--- config.mk ---
export PLATFORM = sky130hd
export DESIGN_NAME = hue_gradient_test_pattern
export DESIGN_NICKNAME = d
export VERILOG_FILES = /design/src/hdl/hgtp_pkg.sv /design/src/hdl/hgtp_div.sv /design/src/hdl/hue_gradient_test_pattern.sv
export VERILOG_INCLUDE_DIRS = /design/src /design/src/hdl
export SDC_FILE = /design/constraint.sdc
export NUM_CORES = 1
export LEC_CHECK = 0
export ABC_AREA = 0
export BUFFER_PORTS_ARGS = -buffer_cell sky130_fd_sc_hd__buf_4
export CAP_MARGIN = 20
export CORE_MARGIN = 3
export CORE_UTILIZATION = 55
export DETAILED_ROUTE_END_ITERATION = 10
export PLACE_DENSITY = 0.79
export SETUP_SLACK_MARGIN = 0.05
export SLEW_MARGIN = 20
export SYNTH_ARGS = -nofsm -noshare
export SYNTH_HDL_FRONTEND = slang
export SYNTH_SLANG_ARGS = --single-unit
--- constraint.sdc ---
create_clock -name clk -period 8.7 [get_ports clk]
set_input_delay 1.74 -clock clk [delete_from_list [all_inputs] [get_ports clk]]
set_output_delay 1.74 -clock clk [all_outputs]
set_load 0.05 [all_outputs]
--- src/hdl/hue_gradient_test_pattern_defines.svh ---
// Assertion macros shared by the hue gradient pattern RTL
`ifndef HUE_GRADIENT_TEST_PATTERN_DEFINES_SVH
`define HUE_GRADIENT_TEST_PATTERN_DEFINES_SVH

// Same-cycle implication, clocked on clk, off while rst_n is low
`define HGTP_ASSERT_NOW(lbl, ante, cons) \
    lbl: assert property (@(posedge clk) disable iff (!rst_n) (ante) |-> (cons)) \
        else $error("hgtp assertion failed");

// Next-cycle implication, clocked on clk, off while rst_n is low
`define HGTP_ASSERT_NEXT(lbl, ante, cons) \
    lbl: assert property (@(posedge clk) disable iff (!rst_n) (ante) |=> (cons)) \
        else $error("hgtp assertion failed");

`endif

--- src/hdl/hgtp_pkg.sv ---
// Types and constants of the hue gradient test pattern generator
`default_nettype none

package hgtp_pkg;

    localparam int COLUMN_W = 10;
    localparam int ROW_W    = 9;
    localparam int LEVEL_W  = 8;

    // Raw red reaches 510 for columns past the nominal range
    localparam int RAW_W = 9;

    // Divider: numerator is raw*255, quotient never exceeds 255
    localparam int NUM_W         = 17;
    localparam int DEN_W         = RAW_W;
    localparam int DIV_STAGES    = 4;
    localparam int DIV_STEP_BITS = 2;
    localparam int QUO_W         = DIV_STAGES * DIV_STEP_BITS;

    // Pipeline stage indexes
    localparam int ST_LEVEL   = 0;
    localparam int ST_NUM     = 1;
    localparam int ST_DIV0    = 2;
    localparam int ST_OUT     = ST_DIV0 + DIV_STAGES;
    localparam int NUM_STAGES = ST_OUT + 1;

    localparam logic [COLUMN_W-1:0] LEVEL_FULL_X = 10'd255;
    localparam logic [COLUMN_W-1:0] GREEN_PEAK   = 10'd256;
    localparam logic [COLUMN_W-1:0] BLUE_PEAK    = 10'd512;
    localparam logic [COLUMN_W-1:0] RED_RISE     = 10'd513;
    localparam logic [COLUMN_W-1:0] ROW_MID      = 10'd256;
    localparam logic [LEVEL_W-1:0]  LEVEL_FULL   = 8'd255;

    typedef struct packed {
        logic [COLUMN_W-1:0] column;
        logic [ROW_W-1:0]    row;
    } coord_t;

    typedef struct packed {
        logic [LEVEL_W-1:0] red;
        logic [LEVEL_W-1:0] green;
        logic [LEVEL_W-1:0] blue;
    } color_t;

endpackage

`default_nettype wire

--- src/hdl/hgtp_div.sv ---
// Pipelined restoring divider lane, quotient bits resolved two per stage
`default_nettype none

module hgtp_div (
    input  logic                           clk,
    input  logic [hgtp_pkg::DIV_STAGES-1:0] advance,
    input  logic [hgtp_pkg::NUM_W-1:0]      num,
    input  logic [hgtp_pkg::DEN_W-1:0]      den,
    output logic [hgtp_pkg::QUO_W-1:0]      quo
);
    import hgtp_pkg::*;

    logic [NUM_W-1:0] rem_reg [DIV_STAGES-1];
    logic [DEN_W-1:0] den_reg [DIV_STAGES-1];
    logic [QUO_W-1:0] quo_reg [DIV_STAGES];

    for (genvar j = 0; j < DIV_STAGES; j++)
    begin : g_stage
        localparam int LOW_POS = QUO_W - (j + 1) * DIV_STEP_BITS;

        logic [NUM_W-1:0]         rem_in;
        logic [DEN_W-1:0]         den_in;
        logic [QUO_W-1:0]         quo_in;
        logic [NUM_W-1:0]         rem_chain [DIV_STEP_BITS+1];
        logic [DIV_STEP_BITS-1:0] qbits;
        logic [QUO_W-1:0]         quo_next;

        if (j == 0)
        begin : g_first
            assign rem_in = num;
            assign den_in = den;
            assign quo_in = '0;
        end
        else
        begin : g_rest
            assign rem_in = rem_reg[j-1];
            assign den_in = den_reg[j-1];
            assign quo_in = quo_reg[j-1];
        end

        assign rem_chain[0] = rem_in;

        // Subtract the shifted divisor where it fits, most significant bit first
        for (genvar s = 0; s < DIV_STEP_BITS; s++)
        begin : g_bit
            localparam int SHIFT = LOW_POS + DIV_STEP_BITS - 1 - s;
            logic [NUM_W-1:0] sub;
            assign sub = NUM_W'(den_in) << SHIFT;
            assign qbits[DIV_STEP_BITS-1-s] = (rem_chain[s] >= sub);
            assign rem_chain[s+1] = qbits[DIV_STEP_BITS-1-s] ? rem_chain[s] - sub
                                                               : rem_chain[s];
        end

        assign quo_next = quo_in | (QUO_W'(qbits) << LOW_POS);

        always_ff @(posedge clk)
        begin
            if (advance[j])
            begin
                quo_reg[j] <= quo_next;
            end
        end

        if (j < DIV_STAGES - 1)
        begin : g_keep
            logic [NUM_W-1:0] rem_next;
            assign rem_next = rem_chain[DIV_STEP_BITS];

            always_ff @(posedge clk)
            begin
                if (advance[j])
                begin
                    rem_reg[j] <= rem_next;
                    den_reg[j] <= den_in;
                end
            end
        end
    end

    assign quo = quo_reg[DIV_STAGES-1];

endmodule

`default_nettype wire

--- src/hdl/hue_gradient_test_pattern.sv ---
// A request passes the level, numerator, divider and output registers to its color.
// Throughput: one pixel per cycle unless the output stalls; the seven register stages
// advance independently, so empty stages close up behind a stalled output.
// Normalization runs through three 4-stage divider lanes, two quotient bits per stage.
// Reset clears only the stage valid bits; coord_ready is high once reset is released.
`default_nettype none

`include "hue_gradient_test_pattern_defines.svh"

module hue_gradient_test_pattern (
    input  logic             clk,
    input  logic             rst_n,
    input  logic             coord_valid,
    output logic             coord_ready,
    input  hgtp_pkg::coord_t coord,
    output logic             color_valid,
    input  logic             color_ready,
    output hgtp_pkg::color_t color
);
    import hgtp_pkg::*;

    typedef struct packed {
        logic [ROW_W-1:0] row;
        logic             zero;
    } side_t;

    logic [NUM_STAGES-1:0] valid_reg;
    logic [NUM_STAGES-1:0] valid_next;
    logic [NUM_STAGES-1:0] advance;
    logic [NUM_STAGES-1:0] feed;

    // ------------------------------------------------------------------ control
    assign advance[ST_OUT] = !valid_reg[ST_OUT] || color_ready;
    for (genvar i = 0; i < ST_OUT; i++)
    begin : g_adv
        assign advance[i] = !valid_reg[i] || advance[i+1];
    end

    assign feed       = {valid_reg[NUM_STAGES-2:0], coord_valid};
    assign valid_next = (advance & feed) | (~advance & valid_reg);

    always_ff @(posedge clk or negedge rst_n)
    begin
        if (!rst_n)
        begin
            valid_reg <= '0;
        end
        else
        begin
            valid_reg <= valid_next;
        end
    end

    assign coord_ready = advance[ST_LEVEL];

    // ------------------------------------------------------------ raw levels
    logic [COLUMN_W-1:0] x;
    logic [COLUMN_W-1:0] diff_g;
    logic [COLUMN_W-1:0] diff_b;
    logic [RAW_W-1:0]    r_next, r_reg;
    logic [RAW_W-1:0]    g_next, g_reg;
    logic [RAW_W-1:0]    b_next, b_reg;

    assign x = coord.column;

    always_comb
    begin
        if (x <= LEVEL_FULL_X)
        begin
            r_next = RAW_W'(LEVEL_FULL_X - x);
        end
        else if (x > RED_RISE)
        begin
            r_next = RAW_W'(x - RED_RISE);
        end
        else
        begin
            r_next = '0;
        end

        diff_g = (x < GREEN_PEAK) ? GREEN_PEAK - x : x - GREEN_PEAK;
        diff_b = (x < BLUE_PEAK) ? BLUE_PEAK - x : x - BLUE_PEAK;
        g_next = (diff_g <= LEVEL_FULL_X) ? RAW_W'(LEVEL_FULL_X - diff_g) : '0;
        b_next = (diff_b <= LEVEL_FULL_X) ? RAW_W'(LEVEL_FULL_X - diff_b) : '0;
    end

    side_t side_reg [ST_OUT];

    always_ff @(posedge clk)
    begin
        if (advance[ST_LEVEL])
        begin
            r_reg              <= r_next;
            g_reg              <= g_next;
            b_reg              <= b_next;
            side_reg[ST_LEVEL] <= '{row: coord.row, zero: 1'b0};
        end
    end

    // ------------------------------------------------ maximum and numerators
    logic [RAW_W-1:0] m_next;
    logic [DEN_W-1:0] den_reg;
    logic [NUM_W-1:0] num_r_next, num_r_reg;
    logic [NUM_W-1:0] num_g_next, num_g_reg;
    logic [NUM_W-1:0] num_b_next, num_b_reg;

    always_comb
    begin
        m_next = r_reg;
        if (g_reg > m_next)
        begin
            m_next = g_reg;
        end
        if (b_reg > m_next)
        begin
            m_next = b_reg;
        end
        // times 255 as (c << 8) - c
        num_r_next = (NUM_W'(r_reg) << LEVEL_W) - NUM_W'(r_reg);
        num_g_next = (NUM_W'(g_reg) << LEVEL_W) - NUM_W'(g_reg);
        num_b_next = (NUM_W'(b_reg) << LEVEL_W) - NUM_W'(b_reg);
    end

    always_ff @(posedge clk)
    begin
        if (advance[ST_NUM])
        begin
            num_r_reg        <= num_r_next;
            num_g_reg        <= num_g_next;
            num_b_reg        <= num_b_next;
            den_reg          <= m_next;
            side_reg[ST_NUM] <= '{row: side_reg[ST_LEVEL].row, zero: (m_next == '0)};
        end
    end

    // ----------------------------------------------------------- normalize
    logic [QUO_W-1:0] quo_r, quo_g, quo_b;

    hgtp_div u_div_red (
        .clk     (clk),
        .advance (advance[ST_OUT-1:ST_DIV0]),
        .num     (num_r_reg),
        .den     (den_reg),
        .quo     (quo_r)
    );

    hgtp_div u_div_green (
        .clk     (clk),
        .advance (advance[ST_OUT-1:ST_DIV0]),
        .num     (num_g_reg),
        .den     (den_reg),
        .quo     (quo_g)
    );

    hgtp_div u_div_blue (
        .clk     (clk),
        .advance (advance[ST_OUT-1:ST_DIV0]),
        .num     (num_b_reg),
        .den     (den_reg),
        .quo     (quo_b)
    );

    // Carry row and the zero-maximum flag alongside the divider stages
    for (genvar i = ST_DIV0; i < ST_OUT; i++)
    begin : g_side
        always_ff @(posedge clk)
        begin
            if (advance[i])
            begin
                side_reg[i] <= side_reg[i-1];
            end
        end
    end

    // ------------------------------------------------------ row offset, output
    function automatic logic [LEVEL_W-1:0] add_offset(
        input logic [QUO_W-1:0] q,
        input logic [ROW_W-1:0] row
    );
        logic [COLUMN_W-1:0] lifted;
        logic [COLUMN_W-1:0] diff;
        lifted = COLUMN_W'(q) + ROW_MID;
        diff   = lifted - COLUMN_W'(row);
        if (lifted < COLUMN_W'(row))
        begin
            return '0;
        end
        else if (diff > LEVEL_FULL_X)
        begin
            return LEVEL_FULL;
        end
        else
        begin
            return LEVEL_W'(diff);
        end
    endfunction

    side_t            side_last;
    logic [QUO_W-1:0] qr_eff, qg_eff, qb_eff;
    color_t           color_next, color_reg;

    assign side_last = side_reg[ST_OUT-1];

    always_comb
    begin
        qr_eff           = side_last.zero ? '0 : quo_r;
        qg_eff           = side_last.zero ? '0 : quo_g;
        qb_eff           = side_last.zero ? '0 : quo_b;
        color_next.red   = add_offset(qr_eff, side_last.row);
        color_next.green = add_offset(qg_eff, side_last.row);
        color_next.blue  = add_offset(qb_eff, side_last.row);
    end

    always_ff @(posedge clk)
    begin
        if (advance[ST_OUT])
        begin
            color_reg <= color_next;
        end
    end

    assign color       = color_reg;
    assign color_valid = valid_reg[ST_OUT];

    // ------------------------------------------------------------ assertions
    // An empty output stage lets every stage advance
    `HGTP_ASSERT_NOW(a_ready_when_drained, !valid_reg[ST_OUT], coord_ready)
    // Some raw level is always nonzero for any column
    `HGTP_ASSERT_NOW(a_max_nonzero, valid_reg[ST_DIV0], !side_reg[ST_DIV0].zero)
    // The largest level normalizes to full scale
    `HGTP_ASSERT_NOW(a_peak_full, valid_reg[ST_OUT-1] && !side_last.zero,
        (quo_r == LEVEL_FULL) || (quo_g == LEVEL_FULL) || (quo_b == LEVEL_FULL))
    // A held output stage keeps its valid bit
    `HGTP_ASSERT_NEXT(a_hold_stalled, valid_reg[ST_OUT] && !color_ready, valid_reg[ST_OUT])

endmodule

`default_nettype wire
==> impl_metrics.toml <==
[critical_path]
max_stage_delay_ps = 680
reg2reg_depth = 19
cp-end-kind = "flip-flop"
critPathMaxFanout = 16
r2r-start = "u_div_red.den_reg[0][9]"
arrival_ps = 6300
cp_cell_sequence = "ha_1 > inv_1 > fa_1 > a21o_1 > a221oi_4 > o21ai_2 > nor3_4 > inv_2 > nor2_1 > a21oi_1 > fa_1 > a21oi_1 > o22ai_1 > or4_1 > o2111a_1 > a2111oi_0 > or4bb_1 > xnor2_1 > nor2_1"
worstReg2RegEnd = "u_div_green.rem_reg[0][50]"
cp_slowest_cell = "a2111oi_0"
crit_path_start = "u_div_red.den_reg[0][9]"
critical_path_buf_inv_count = 2
crit_required_ps = 8990
crit_family = "compound AO/OA/AOI/OAI gates"
endpoint = "u_div_green.rem_reg[0][50]"
start_kind = "flip-flop"
critPathKind = "reg -> reg"
crit_cells = 19
reg2reg_slack_ps = 2690

[yosys]
synth_edf_count = 410
yosys.area_share.simple = 0.153
synth_area_leaders = "edfxtp_1 (42%), ha_1 (11%), xnor2_1 (4.0%)"
synth_top_cell_area_share = 0.423
syn_inst = 2839
synth_compound_area_frac = 0.158
synthAdderAreaFrac = 0.131
synthTopCellsByCount = "edfxtp_1 (410), ha_1 (266), nor2_1 (239), a21oi_1 (204), nand2_1 (185)"
synth_xor_area_frac = 0.0599
async_flop_share = 0.0168
ys_seq_area_frac = 0.429
yosysMostFrequentCell = "edfxtp_1"
synth_cell_type_count = 91
ys_ff_latch = 417
muxShareOfSynthArea = 0.0389
synth_top_family_by_area = "compound AO/OA/AOI/OAI gates"
synth_warnings = 0
synth_area_sq_um = 29100
synth_top_area_cell = "edfxtp_1"
avgSynthCellArea_sq_um = 10.3
synth-main-ff-cell = "edfxtp_1"

[clock_tree]
post-cts-setup-buffer-count = 0
cts-root-buf = "clkbuf_16"
htree_levels = 2
hold_buffers = 0
tritoncts.num_buffers = 44
cts_tree = "done"
clk_path_buf_depth = 3
insertion_delay_ps = 580
cts_resized = 0
cts.sinks = 417
path_clk_slew_ps = 60

[min_path]
hp-class = "reg -> reg"

[finish]
area_delta_synth_final_pct = 8.88
n_antenna_cell = 0
final_layout_size_suffix_gt1_frac = 0.0853
num-nets-final = 3210
fillers = 4070
largest_reg_flops = 59

[detailed_routing]
drtIter0Drc = 1690
drcViolationCount = 0
ant_nets = 0
drt-total-wl_mm = 67.5
vias = 21900
post_drt_wl_per_cell_um = 18.7
dr.pass1.iters = 6
vias_per_cell = 6.07

[grt]
grt_pass1_wl_mm = 109
grt_usage = 0.237
grt_pass1_vias = 21300
overflow = 0
antenna_found_initial = 0
grt_start_max_net_pins = 83

[die]
core_sq_um = 51800
dieWidth_um = 236
die_h_um = 236
initial_core_util = 0.562
die_area_sq_um = 55700
row_count = 83
io_pins = 49

[timing]
drv_slew = 0
post-route-period-util = 0.690
finalSetupViolCount = 0
setup_tns_ps = 0
period_minus_slack_ps = 6010
worstMarginPinSlew_ps = 1060
rsz0062_at_grt = "false"
skew_ps = 22.1
slew-limit-headroom = 0.291
hold_violations = 0
max_freq_ghz = 0.166

[job]
drv_cap = 0

[outcome]
status = "finished, final reports clean"

[place]
place_congestion = 0.960
hpwlAfterDp_mm = 51.9
port_buffers = 48
==> final cells by class <==
class                      count  area, sq um  area share
multi-input combinational   2191        15800       0.498
clock buffer                  52         1150      0.0364
tap                          680          851      0.0268
inverter                     185          694      0.0219
timing repair buffer          58          435      0.0137
sequential                   417        12500       0.394
clock inverter                29          287     0.00904
==> worst min path at each step <==
stage | from | endpoint | slack, ps | cells past startpoint
CTS | u_div_green.quo_reg[2][5] | u_div_green.quo_reg[3][5] | 420 | 0
finish | u_div_green.quo_reg[2][5] | u_div_green.quo_reg[3][5] | 410 | 0
global route | side_reg[1][0] | side_reg[2][0] | 420 | 0
floorplan | side_reg[0][1] | side_reg[1][1] | 400 | 0
detailed placement | side_reg[0][4] | side_reg[1][4] | 400 | 0
global placement | side_reg[4][7] | side_reg[5][7] | 400 | 0
==> per-layer routing <==
layer  global-route usage  up-vias  wire length [um]
met3               0.0260      178              3750
met5                    0        -                 0
met2                0.401      768             31900
met4                0.104        0              2930
met1                0.308    10300             28900
li1                     -    10700                 -
==> per-stage QoR <==
step	hold slack, ps	utilization	std cells	worst slack, ps	area, sq um
final	413	0.612	3612	2690	31700
after global routing	422	0.612	3612	2200	31700
after CTS	417	0.612	3612	2480	31700
after detailed placement	405	0.584	3531	2520	30300
after global placement	401	0.584	3531	2570	30300
after floorplan	400	-	2840	482	29100
==> cells in the final DEF, fill, tap and decap left out, drive strengths merged, types with 8 or more instances in the layout <==
| cell type | Yosys | routed |
|---|---|---|
| o31a | 18 | 18 |
| o21a | 61 | 61 |
| nand3 | 59 | 59 |
| clkinv | 1 | 18 |
| a211oi | 25 | 25 |
| buf | 9 | 58 |
| a2111oi | 8 | 8 |
| o21bai | 14 | 14 |
| nand2b | 54 | 54 |
| xnor2 | 132 | 132 |
| or4 | 14 | 14 |
| or3 | 40 | 40 |
| ha | 266 | 266 |
| and2 | 18 | 18 |
| a21o | 62 | 62 |
| o211ai | 15 | 15 |
| xor2 | 67 | 67 |
| nor2b | 64 | 64 |
| mux2 | 82 | 82 |
| a21oi | 204 | 204 |
| nand2 | 185 | 185 |
| nor3 | 66 | 66 |
| o21ai | 185 | 185 |
| a211o | 12 | 12 |
| a31oi | 16 | 16 |
| inv | 184 | 186 |
| o31ai | 23 | 23 |
| and3 | 19 | 19 |
| or2 | 17 | 17 |
| nor2 | 240 | 240 |
| nand4 | 29 | 29 |
| edfxtp | 410 | 410 |
| clkbuf | 38 | 52 |
| fa | 24 | 24 |
| mux2i | 21 | 21 |
| nor4 | 33 | 33 |
==> kinds of logic after synthesis <==
family,count (synthesis)
compound gates,716
other cells,1
xor+xnor,199
flops,417
mux,103
buf+inv,232
simple gates,881
fa+ha+maj,290
==> worst register-to-register path: cells and delay by family, from the launching register on <==
family / cells / cell delay (ps)
XOR/XNOR: 1 / 160
buffers and inverters: 2 / 240
flip-flops: 1 / 550
AND/OR/NAND/NOR: 5 / 1640
AO/OA/AOI/OAI: 8 / 2000
adder cells (fa/ha/maj): 3 / 1100
Power is left out: the tool's default activity adds up to more than one toggle a clock period on the data nets, which glitch-free logic cannot reach.
